### config.mk
export PLATFORM = sky130hd
export DESIGN_NAME = hps_ctrl
export DESIGN_NICKNAME = d
export VERILOG_FILES = /design/src/rtl/core/hps_pkg.sv /design/src/rtl/core/hps_ctrl.sv
export SDC_FILE = /design/constraint.sdc
export NUM_CORES = 1
export LEC_CHECK = 0
export ABC_AREA = 1
export BUFFER_PORTS_ARGS = -buffer_cell sky130_fd_sc_hd__buf_2
export CELL_PAD_IN_SITES_DETAIL_PLACEMENT = 1
export CELL_PAD_IN_SITES_GLOBAL_PLACEMENT = 1
export CORE_MARGIN = 2
export CORE_UTILIZATION = 38
export DETAILED_ROUTE_END_ITERATION = 7
export GPL_ROUTABILITY_DRIVEN = 0
export GPL_TIMING_DRIVEN = 0
export PLACE_DENSITY_LB_ADDON = 0.1
export SYNTH_ARGS = -nofsm -noshare
export SYNTH_HDL_FRONTEND = slang
export SYNTH_SLANG_ARGS = --single-unit
### constraint.sdc
create_clock -name clk -period 4 [get_ports clk]
set_clock_uncertainty 0.1 [all_clocks]
set_input_delay 0.4 -clock clk [delete_from_list [all_inputs] [get_ports clk]]
set_output_delay 0.4 -clock clk [all_outputs]
set_load 0.03 [all_outputs]
### src/rtl/core/hps_pkg.sv
// Package for the harmonic potential planner: grid geometry, codes, control types.
`default_nettype none
package hps_pkg;
    localparam int GridRows = 28;
    localparam int GridCols = 36;
    localparam int Cells = GridRows * GridCols;
    localparam int AddrW = $clog2(Cells);
    localparam int CordicSteps = 16;
    localparam int StepW = $clog2(CordicSteps + 1);
    localparam logic signed [17:0] OneQ16 = 18'sd65536;
    localparam logic [47:0] ErrMax = 48'hFFFF_FFFF_FFFF;

    typedef enum logic [1:0] {
        OP_LOAD  = 2'd0,
        OP_SOLVE = 2'd1,
        OP_READ  = 2'd2,
        OP_NONE  = 2'd3
    } op_t;

    typedef enum logic [1:0] {
        REG_THRESH = 2'd0,
        REG_SWEEPS = 2'd1,
        REG_GAIN   = 2'd2,
        REG_NONE   = 2'd3
    } reg_idx_t;

    // Commands from controller to datapath.
    typedef enum logic [3:0] {
        DP_IDLE   = 4'd0,
        DP_WRITE  = 4'd1,  // host load into store
        DP_RD     = 4'd2,  // issue store read at addr
        DP_LATCH  = 4'd3,  // latch read data into slot
        DP_CALC   = 4'd4,  // compute relaxation product
        DP_UPD    = 4'd5,  // write new value, accumulate error
        DP_CLRERR = 4'd6,
        DP_CINIT  = 4'd7,  // cordic setup
        DP_CSTEP  = 4'd8,
        DP_MULT   = 4'd9   // latch neighbor sum
    } dp_op_t;

    typedef struct packed {
        dp_op_t           op;
        logic [AddrW-1:0] addr;
        logic [2:0]       slot;   // 0 center,1 up,2 down,3 left,4 right
        logic             oob;    // neighbor outside grid reads as one
    } dp_cmd_t;

    typedef struct packed {
        logic        center_fixed;
        logic [47:0] error_sum;
        logic        flat;
    } dp_stat_t;

    // atan(2^-i) in 1/64 degree times 2^16
    function automatic logic [28:0] atan_tab(input logic [4:0] i);
        logic [28:0] v;
        begin
            unique case (i)
                5'd0: v = 29'd188743680;  5'd1: v = 29'd111421900;
                5'd2: v = 29'd58872272;   5'd3: v = 29'd29884485;
                5'd4: v = 29'd15000234;   5'd5: v = 29'd7507429;
                5'd6: v = 29'd3754631;    5'd7: v = 29'd1877430;
                5'd8: v = 29'd938729;     5'd9: v = 29'd469366;
                5'd10: v = 29'd234683;    5'd11: v = 29'd117342;
                5'd12: v = 29'd58671;     5'd13: v = 29'd29335;
                5'd14: v = 29'd14668;     5'd15: v = 29'd7334;
                5'd16: v = 29'd3667;      5'd17: v = 29'd1833;
                5'd18: v = 29'd917;       5'd19: v = 29'd458;
                5'd20: v = 29'd229;       5'd21: v = 29'd115;
                5'd22: v = 29'd57;        5'd23: v = 29'd29;
                default: v = 29'd0;
            endcase
            return v;
        end
    endfunction
endpackage
`default_nettype wire

### src/rtl/core/hps_ctrl.sv
// Controller: sequences loads, sweeps over the grid and the read with CORDIC.
`default_nettype none
module hps_ctrl (
    input  wire logic              clk,
    input  wire logic              rst_n,
    input  wire logic              start,
    input  wire logic [1:0]        operation,
    input  wire logic [4:0]        row,
    input  wire logic [5:0]        col,
    input  wire logic [31:0]       error_threshold,
    input  wire logic [15:0]       max_sweeps,
    input  wire hps_pkg::dp_stat_t stat,
    output hps_pkg::dp_cmd_t       cmd,
    output logic                   busy,
    output logic                   done,
    output logic                   kind,
    output logic [15:0]            sweeps_done,
    output logic                   converged
);
    typedef enum logic [6:0] {
        S_IDLE  = 7'b0000001,
        S_FETCH = 7'b0000010,
        S_MULT  = 7'b0000100,
        S_CALC  = 7'b0001000,
        S_UPD   = 7'b0010000,
        S_CORD  = 7'b0100000,
        S_DONE  = 7'b1000000
    } state_t;

    state_t state_reg, state_next;
    logic [4:0] r_reg, r_next;
    logic [5:0] c_reg, c_next;
    logic [2:0] k_reg, k_next;     // fetch slot index over the 5 slots
    logic       ph_reg, ph_next;
    logic       solve_reg, solve_next;
    logic [15:0] cnt_reg, cnt_next;
    logic [4:0]  st_reg, st_next;
    logic        conv_reg, conv_next;

    logic signed [6:0] nr;
    logic signed [7:0] nc;
    logic              oob;
    always_comb
    begin
        nr = 7'(r_reg);
        nc = 8'(c_reg);
        unique case (k_reg)
            3'd1: nr = 7'(r_reg) - 7'sd1;
            3'd2: nr = 7'(r_reg) + 7'sd1;
            3'd3: nc = 8'(c_reg) - 8'sd1;
            3'd4: nc = 8'(c_reg) + 8'sd1;
            default: ;
        endcase
        oob = nr < 0 || nr >= 7'(hps_pkg::GridRows) || nc < 0
              || nc >= 8'(hps_pkg::GridCols);
    end

    always_comb
    begin
        state_next = state_reg;
        r_next = r_reg; c_next = c_reg; k_next = k_reg; ph_next = ph_reg;
        solve_next = solve_reg; cnt_next = cnt_reg; st_next = st_reg;
        conv_next = conv_reg;
        cmd.op = hps_pkg::DP_IDLE;
        cmd.addr = hps_pkg::AddrW'(32'(r_reg) * hps_pkg::GridCols + 32'(c_reg));
        cmd.slot = k_reg;
        cmd.oob = oob;
        unique case (state_reg)
            S_IDLE:
                // The result strobe cycle still counts as busy.
                if (start && !done)
                begin
                    r_next = row; c_next = col; k_next = '0; ph_next = 1'b0;
                    unique case (hps_pkg::op_t'(operation))
                        hps_pkg::OP_LOAD:
                            if (row < 5'(hps_pkg::GridRows) && col < 6'(hps_pkg::GridCols))
                            begin
                                cmd.op = hps_pkg::DP_WRITE;
                                cmd.addr = hps_pkg::AddrW'(32'(row) * hps_pkg::GridCols
                                                           + 32'(col));
                            end
                        hps_pkg::OP_SOLVE:
                        begin
                            r_next = '0; c_next = '0; cnt_next = '0;
                            solve_next = 1'b1; cmd.op = hps_pkg::DP_CLRERR;
                            state_next = S_FETCH;
                        end
                        hps_pkg::OP_READ:
                            if (row < 5'(hps_pkg::GridRows) && col < 6'(hps_pkg::GridCols))
                            begin
                                solve_next = 1'b0; state_next = S_FETCH;
                            end
                        default: ;
                    endcase
                end
            S_FETCH:
            begin
                cmd.addr = hps_pkg::AddrW'(32'(nr) * hps_pkg::GridCols + 32'(nc));
                if (!ph_reg)
                begin
                    cmd.op = hps_pkg::DP_RD; ph_next = 1'b1;
                end
                else
                begin
                    cmd.op = hps_pkg::DP_LATCH; ph_next = 1'b0;
                    if (k_reg == 3'd4)
                    begin
                        k_next = '0;
                        state_next = solve_reg ? S_MULT : S_CORD;
                        st_next = '0;
                    end
                    else
                        k_next = k_reg + 3'd1;
                end
            end
            S_MULT:
            begin
                cmd.op = hps_pkg::DP_MULT; state_next = S_CALC;
            end
            S_CALC:
            begin
                cmd.op = hps_pkg::DP_CALC; state_next = S_UPD;
            end
            S_UPD:
            begin
                cmd.op = hps_pkg::DP_UPD;
                state_next = S_FETCH;
                if (c_reg == 6'(hps_pkg::GridCols - 1))
                begin
                    c_next = '0;
                    if (r_reg == 5'(hps_pkg::GridRows - 1))
                    begin
                        r_next = '0;
                        cnt_next = cnt_reg + 16'd1;
                        state_next = S_DONE;
                    end
                    else
                        r_next = r_reg + 5'd1;
                end
                else
                    c_next = c_reg + 6'd1;
            end
            S_CORD:
            begin
                if (st_reg == '0) cmd.op = hps_pkg::DP_CINIT;
                else cmd.op = hps_pkg::DP_CSTEP;
                st_next = st_reg + 5'd1;
                if (st_reg == 5'(hps_pkg::CordicSteps))
                    state_next = S_DONE;
            end
            S_DONE:
            begin
                // After a sweep the error and the sweep cap decide whether another one runs.
                if (solve_reg && stat.error_sum > 48'(error_threshold)
                    && cnt_reg < max_sweeps)
                begin
                    cmd.op = hps_pkg::DP_CLRERR;
                    state_next = S_FETCH;
                end
                else
                begin
                    conv_next = stat.error_sum <= 48'(error_threshold);
                    state_next = S_IDLE;
                end
            end
            default: state_next = S_IDLE;
        endcase
    end

    always_ff @(posedge clk or negedge rst_n)
    begin
        if (!rst_n)
        begin
            state_reg <= S_IDLE;
            r_reg <= '0; c_reg <= '0; k_reg <= '0; ph_reg <= 1'b0;
            solve_reg <= 1'b0; cnt_reg <= '0; st_reg <= '0; conv_reg <= 1'b0;
            done <= 1'b0;
        end
        else
        begin
            state_reg <= state_next;
            r_reg <= r_next; c_reg <= c_next; k_reg <= k_next; ph_reg <= ph_next;
            solve_reg <= solve_next; cnt_reg <= cnt_next; st_reg <= st_next;
            conv_reg <= conv_next;
            done <= (state_reg == S_DONE) && (state_next == S_IDLE);
        end
    end

    assign busy = (state_reg != S_IDLE) || done;
    assign kind = solve_reg;
    assign sweeps_done = solve_reg ? cnt_reg : '0;
    assign converged = solve_reg && conv_reg;
endmodule
`default_nettype wire

==> reports/qor.yml, run 1 <==
run_status:
  outcome: "finished, violations left"
  failed_checks: "negative setup slack"
cts:
  clk_pin_slew_worst_paths_ns: 0.07
  cts_made_buffers: 5
  h-tree-depth: 2
  cts_sinks: 46
  root_buffer: "clkbuf_16"
  clock_latency_ns: 0.30
  cts_tree: "built"
  cts_buffer_depth: 2
yosys:
  synth-seq-cells: 46
  synth.net_count: 1133
  synthSimpleGateAreaFrac_pct: 31.8
  synth_top_family_by_area: "simple AND/OR/NAND/NOR gates"
  synth_area_leaders: "ha_1 (19%), dfrtp_1 (19%), nand2_1 (14%), inv_1 (10%), nor2_1 (5.0%)"
  synthMostInstantiatedCell: "nand2_1"
  synthAdderAreaFrac_pct: 21.1
  synth_area_um2: 6030
  synth_compound_area_share_pct: 12.3
  syn_inst: 921
  ys_dominant_reg_cell: "dfrtp_1"
  synth_mux_area_share_pct: 0.166
  synth_top_cell_by_area: "ha_1"
  synth_commonest_cells: "nand2_1 (221), inv_1 (165), ha_1 (92)"
  ys_types: 50
  synth-async-reset-ratio_pct: 100
  yosysSeqAreaShare_pct: 19.1
  synth_top_area_share_pct: 19.1
  ys_warn_count: 0
  synth_xor_xnor_area_share_pct: 3.49
  avgSynthCellArea_um2: 6.55
  synth_edf_count: 0
die:
  start_util_pct: 38.4
  die_w_um: 130
  die_h_um: 130
  die_area_um2: 16900
  io_pins: 152
  rows: 46
  fp.coreArea_um2: 15700
setup_path:
  crit_path_end_kind: "output port"
  start_kind: "register"
  crit_fanout: 5
  required_ns: 3.50
  r2r_cells: 8
  max_stage_delay_ns: 0.46
  timing.rr.end: "k_reg[0]"
  path_class: "register to output port"
  slowest_stage: "fa_2"
  cp.arrival_ns: 3.63
  reg2reg_slack_ns: 1.58
  crit_top_cell: "ha_4"
  crit_path_cell_trace: "inv_2, ha_4, inv_2, nor2_4, inv_4, buf_4, o221ai_2, ha_1, ha_4, fa_2, ha_4, inv_1, o31ai_2, a21oi_2, nand3_1, nand3_2, nand2_2, buf_6"
  r2r-start: "state_reg[5]"
finish:
  antenna_cells: 0
  area_delta_synth_final_pct: 28.8
  nNetsFinal: 1322
  postLayoutCellArea_um2: 7770
  layout-drive-gt1-share_pct: 26.4
  largest_reg_flops: 16
sta:
  slew_headroom_pct: 25.7
  fin_ws_ns: -0.129
  rsz0062_at_grt: "true"
  worst_slew_pin_slew_ns: 1.11
  finalHoldViolCount: 0
  max_freq_ghz: 0.242
  period_needed_ns: 4.13
  post-route-period-util_pct: 103
  finalMaxSlewViolations: 0
  final-setup-viol-count: 2
routing:
  drt_pass1_iterations: 4
  drt_iter0_markers: 333
  via_per_inst: 5.02
  wl_met1_mm: 9.68
  wl_met3_um: 805
  routed_wl_mm: 20.3
  highest-signal-layer: "met4"
  wl_per_cell_um: 15.3
  ant_nets: 0
  drc: 0
  met2_length_mm: 9.64
  dr_total_vias: 6657
grt:
  grt_pass1_vias: 6590
  grt_pass1_wl_mm: 32.7
  grt_usage_pct: 24.1
  antenna_found_initial: 0
  overflow: 0
  grt_max_degree: 47
pwr:
  finalPower_mw: 3.73
  cellPowerDensity_nw_per_um2: 481
  p_leak_nw: 4.37
  ir_worst_vdd_mv: 0.376
placement:
  postPlaceCellArea_um2: 7050
  io_buffers: 149
  post-dp-hpwl_mm: 16.0
flow_run:
  cap_violations: 0
hold_path:
  min_path_type: "primary input to asynchronous set/reset pin"
==> layout by cell type, fill, tap and decap left out, drive strengths merged, types with 5 or more instances in the layout <==
cell type  netlist  routed
a21oi           43      43
nor2            84      84
buf              8     190
nand2          224     224
or2              5       5
xor2            21      21
inv            175     175
o221ai           5       5
clkbuf           4       9
fa               6       6
o21ai           57      57
nand3           60      60
o22ai            8       8
dfrtp           45      45
ha              92      92
nand4           28      28
nor4             5       5
nor3            20      20
==> kinds of logic after synthesis <==
logic type	after synthesis
multiplexers	1
AO/OA/AOI/OAI	132
AND/OR/NAND/NOR	432
buffers and inverters	188
XOR/XNOR	24
adder cells (fa/ha/maj)	98
flip-flops	46
==> metrics by stage <==
stage	setup WS, ns	utilization [%]	TNS [ns]	hold slack (ns)	instances
floorplan	0.0822	-	0	0.00441	921
global placement	-0.384	44.8	-0.613	0.364	1286
detailed placement	-0.522	44.8	-0.934	0.368	1286
CTS	-0.202	48.1	-0.262	0.262	1315
global route	-0.363	49.4	-0.766	0.321	1327
finish	-0.129	49.4	-0.155	0.212	1327
==> final cells by class <==
cell class / instances / area [µm²]
clock buffer: 5 / 125
sequential: 46 / 1160
buffer: 11 / 60.1
timing repair buffer: 183 / 1030
fill: 2141 / 7940
tap: 216 / 270
inverter: 176 / 666
multi-input combinational: 687 / 4420
clock inverter: 3 / 40.0
==> what timing repair did <==
item                       in CTS  in global routing
buffers inserted               21                 15
hold buffers                    0                  0
pin swaps                      13                 25
setup endpoints to repair       6                  6
gates resized for setup        49                 36
==> power breakdown <==
part,internal (mW),leakage [nW],switching (mW),total [mW]
sequential,0.539,0.610,0.102,0.641
combinational,0.972,3.67,1.63,2.60
clock,0.293,0.0836,0.197,0.490
total,1.80,4.37,1.93,3.73
==> worst max-delay path by stage <==
stage / from / end / slack, ns / depth (start not counted)
floorplan: k_reg[1] / cmd[13] / 0.08 / 21
global placement: k_reg[0] / cmd[13] / -0.38 / 19
detailed placement: k_reg[0] / cmd[13] / -0.52 / 19
CTS: k_reg[0] / cmd[13] / -0.20 / 21
global route: k_reg[0] / cmd[13] / -0.36 / 21
finish: k_reg[0] / cmd[13] / -0.13 / 18
==> metal layers <==
layer  up-vias  global-route usage (%)
li1       3390                       -
met1      3132                    33.9
met2       123                    41.0
met3        12                    2.71
met4         0                    2.66
met5         -                       0
==> critical path, delay by kind of cell, from the launching register on <==
| family | cells | cell delay (ns) |
|---|---|---|
| simple gates | 4 | 0.48 |
| flops | 1 | 0.45 |
| buf+inv | 6 | 0.57 |
| fa+ha+maj | 5 | 1.31 |
| compound gates | 3 | 0.54 |
Power figures use the tool's default switching activity.
==> run 2, diff against run 1 <==
- ABC_AREA: 1 -> 0
- CORE_UTILIZATION: 38 -> 40
==> run 2 against run 1 <==
Compared with the run above: the flow still finishes with violations (negative setup slack); register-to-register slack worse by 0.26 ns; global-route usage is 0.93 points higher; first-iteration DRC count is 23% lower; critical path type unchanged; hold slack worse by 0.012 ns; utilization is 2.5 points higher; via count is 9.7% lower; setup slack worse by 0.23 ns.
==> reports/qor.yml, run 2 <==
sta:
  finalHoldViolCount: 0  # unchanged
  period_needed_ns: 4.36  # +0.234 ns
  post-route-period-util_pct: 109  # +5.9 points
  rsz0062_at_grt: "true"
  tns_ns: -0.639  # -0.484 ns
  final-setup-viol-count: 3  # +1
  finalMaxSlewViolations: 0  # unchanged
  whs_ns: 0.200  # -0.0117 ns
  fin_ws_ns: -0.363  # -0.234 ns
  max_freq_ghz: 0.229  # -5.4%
  slew_headroom_pct: 28.5  # +2.9 points
  worst_slew_pin_slew_ns: 1.07  # -0.0431 ns
hold_path:
  min_path_type: "primary input to asynchronous set/reset pin"
finish:
  antenna_cells: 0  # unchanged
  area_delta_synth_final_pct: 26.8
  largest_reg_flops: 16  # unchanged
  final_cell_mix: "buf_2 (151), ha_1 (82), inv_1 (67), nand2_1 (54)"
  final_common_cell: "buf_2"
  layout-drive-gt1-share_pct: 27.2  # +0.84 points
  final_util_pct: 51.9  # +2.5 points
  nNetsFinal: 1093  # -17%
yosys:
  synth_commonest_cells: "ha_1 (92), inv_1 (70), nand2_1 (55)"
  avgSynthCellArea_um2: 8.02  # +22%
  syn_inst: 706  # -23%
  ys_warn_count: 0  # unchanged
  synth.net_count: 918  # -19%
  ys_dominant_reg_cell: "dfrtp_1"
  synth_edf_count: 0  # unchanged
  synthMostInstantiatedCell: "ha_1"
  yosysSeqAreaShare_pct: 20.4  # +1.3 points
  synth_top_cell_by_area: "ha_1"
  synth-async-reset-ratio_pct: 100  # unchanged
  synth_area_um2: 5660  # -6.1%
  synth-seq-cells: 46  # unchanged
  ys_types: 72  # +44%
  synth_area_leaders: "ha_1 (20%), dfrtp_1 (20%), inv_1 (4.6%), a21oi_1 (4.6%), nand2_1 (3.6%)"
  synth_top_area_share_pct: 20.3  # +1.2 points
grt:
  grt_pass1_vias: 6342  # -3.8%
  grt_pass1_wl_mm: 30.5  # -6.6%
  grt_usage_pct: 25.0  # +0.93 points
  grt_max_degree: 47  # unchanged
  antenna_found_initial: 0  # unchanged
  overflow: 0  # unchanged
setup_path:
  r2r_cells: 8  # unchanged
  crit_path_end: "cmd[13]"
  reg2reg_slack_ns: 1.32  # -0.26 ns
  crit_fanout: 3  # -2
  path_class: "register to output port"
  crit_start: "k_reg[1]"
  timing.rr.end: "state_reg[1]"
  cp.arrival_ns: 3.86  # +0.23 ns
  start_kind: "register"
  required_ns: 3.50  # about the same
  r2r-start: "cnt_reg[4]"
  crit_path_end_kind: "output port"
pwr:
  pwr-share-clk_pct: 19.4  # +6.3 points
  p_leak_nw: 3.68  # -16%
  cellPowerDensity_nw_per_um2: 404  # -16%
  ir_worst_vdd_mv: 0.206  # -45%
  finalPower_mw: 2.90  # -22%
  p_sw_share_pct: 44.3  # -7.4 points
  comb_power_share_pct: 60.4  # -9.3 points
  p_int_mw: 1.62  # -10%
  share_seq_of_total_power_pct: 20.2  # +3.0 points
  p_sw_mw: 1.28  # -33%
cts:
  cts_sinks: 46  # unchanged
  h-tree-depth: 2  # unchanged
  clk_pin_slew_worst_paths_ns: 0.07  # about the same
  root_buffer: "clkbuf_16"
  cts_hold_buf: 0  # unchanged
  cts_tree: "built"
  clock_latency_ns: 0.29  # about the same
  cts_made_buffers: 5  # unchanged
  cts_buffer_depth: 2  # unchanged
die:
  die_h_um: 123  # -5.4%
  die_w_um: 123  # -5.4%
  die_area_um2: 15100  # -11%
  rows: 43  # -6.5%
  fp.coreArea_um2: 13800  # -12%
  start_util_pct: 40.9  # +2.6 points
  io_pins: 152  # unchanged
placement:
  dpl_worst_slack_ns: -0.263  # +0.259 ns
  post-dp-hpwl_mm: 15.1  # -5.5%
  io_buffers: 149  # unchanged
routing:
  wl_per_cell_um: 18.0  # +18%
  drt_pass1_iterations: 5  # +1
  drt_iter0_markers: 256  # -23%
  ant_nets: 0  # unchanged
  drc: 0  # unchanged
  dr_total_vias: 6008  # -9.7%
  via_per_inst: 5.66  # +13%
  routed_wl_mm: 19.1  # -5.7%
run_status:
  failed_checks: "negative setup slack"
  outcome: "finished, violations left"
flow_run:
  cap_violations: 0  # unchanged
-- run 2: cell count changes after synthesis, moves of 12 or more --
cell | previous run | this run
a21o_1 | 1 | 15
and2_1 | 0 | 22
inv_1 | 165 | 70
nand2_1 | 221 | 55
nand3_1 | 58 | 21
nand4_1 | 28 | 16
nor2_1 | 81 | 51
o21ai_0 | 48 | 33
xnor2_1 | 3 | 21
-- run 2: critical path: stages (launching register included) --
cell and delay, ns:
dfrtp_2 0.41, inv_2 0.08, ha_4 0.15, nand2_2 0.05, or4_4 0.43, o211ai_1 0.14, o211ai_1 0.18, ha_1 0.33
ha_2 0.19, fa_2 0.36, xor2_2 0.18, ha_4 0.28, nor2_1 0.04, nor2_1 0.11, o41ai_2 0.10, xnor2_1 0.22
o221ai_2 0.14, buf_6 0.19
-- run 2: per-layer routing --
metal  up-vias  GRT usage (%)  part of all wire (%)
li1       2881              -                     -
met2       186           45.9                    51
met5         -              0                     0
met3        26           3.41                   4.9
met4         0           4.74                   1.6
met1      2915           31.2                    42
-- run 2: worst min path at each step --
stage	startpoint	to	slack, ns	cells after the start
after floorplan	rst_n	c_reg[0]	0.004	0
after global placement	conv_reg	conv_reg	0.39	1
after detailed placement	conv_reg	conv_reg	0.41	1
after CTS	rst_n	cnt_reg[4]	0.24	1
after global routing	rst_n	cnt_reg[4]	0.28	1
final	rst_n	cnt_reg[4]	0.20	1
-- run 2: cell families after synthesis --
kind of cell	synth area share, %
and+or+nand+nor	23.4
adders and majority gates	22.5
AOI/OAI and AO/OA	20.1
DFF	20.4
muxes	0.531
buffers and inverters	6.30
xor gates and xnor gates	6.81
-- run 2: power by group through the flow --
stage	combinational (mW)	sequential [mW]	clock, mW
after CTS	1.65	0.581	0.571
final	1.75	0.585	0.564
after detailed placement	1.53	0.594	0
after floorplan	1.10	0.569	0
after global placement	1.48	0.593	0
after global routing	1.90	0.592	0.594
-- run 2: per-stage QoR --
| stage | std cells | instance area (µm²) |
|---|---|---|
| after global placement | 1035 | 6680 |
| final | 1062 | 7180 |
| after CTS | 1054 | 7050 |
| after detailed placement | 1035 | 6680 |
| after global routing | 1062 | 7180 |
| after floorplan | 706 | 5710 |
-- run 2: final cells by class --
type	count	area, µm²
well taps	180	225
inverters	71	267
repair buffers	170	932
clock inverters	2	60.1
multi-input cells	569	4310
flip-flops and latches	46	1160
plain buffers	18	86.3
clock buffers	6	139
fillers	1762	6650
-- run 2: timing repair --
action,4_1_cts,5_1_grt
pin swaps,9,13
gates resized for setup,31,19
setup endpoints to repair,6,4
setup buffers,13,8
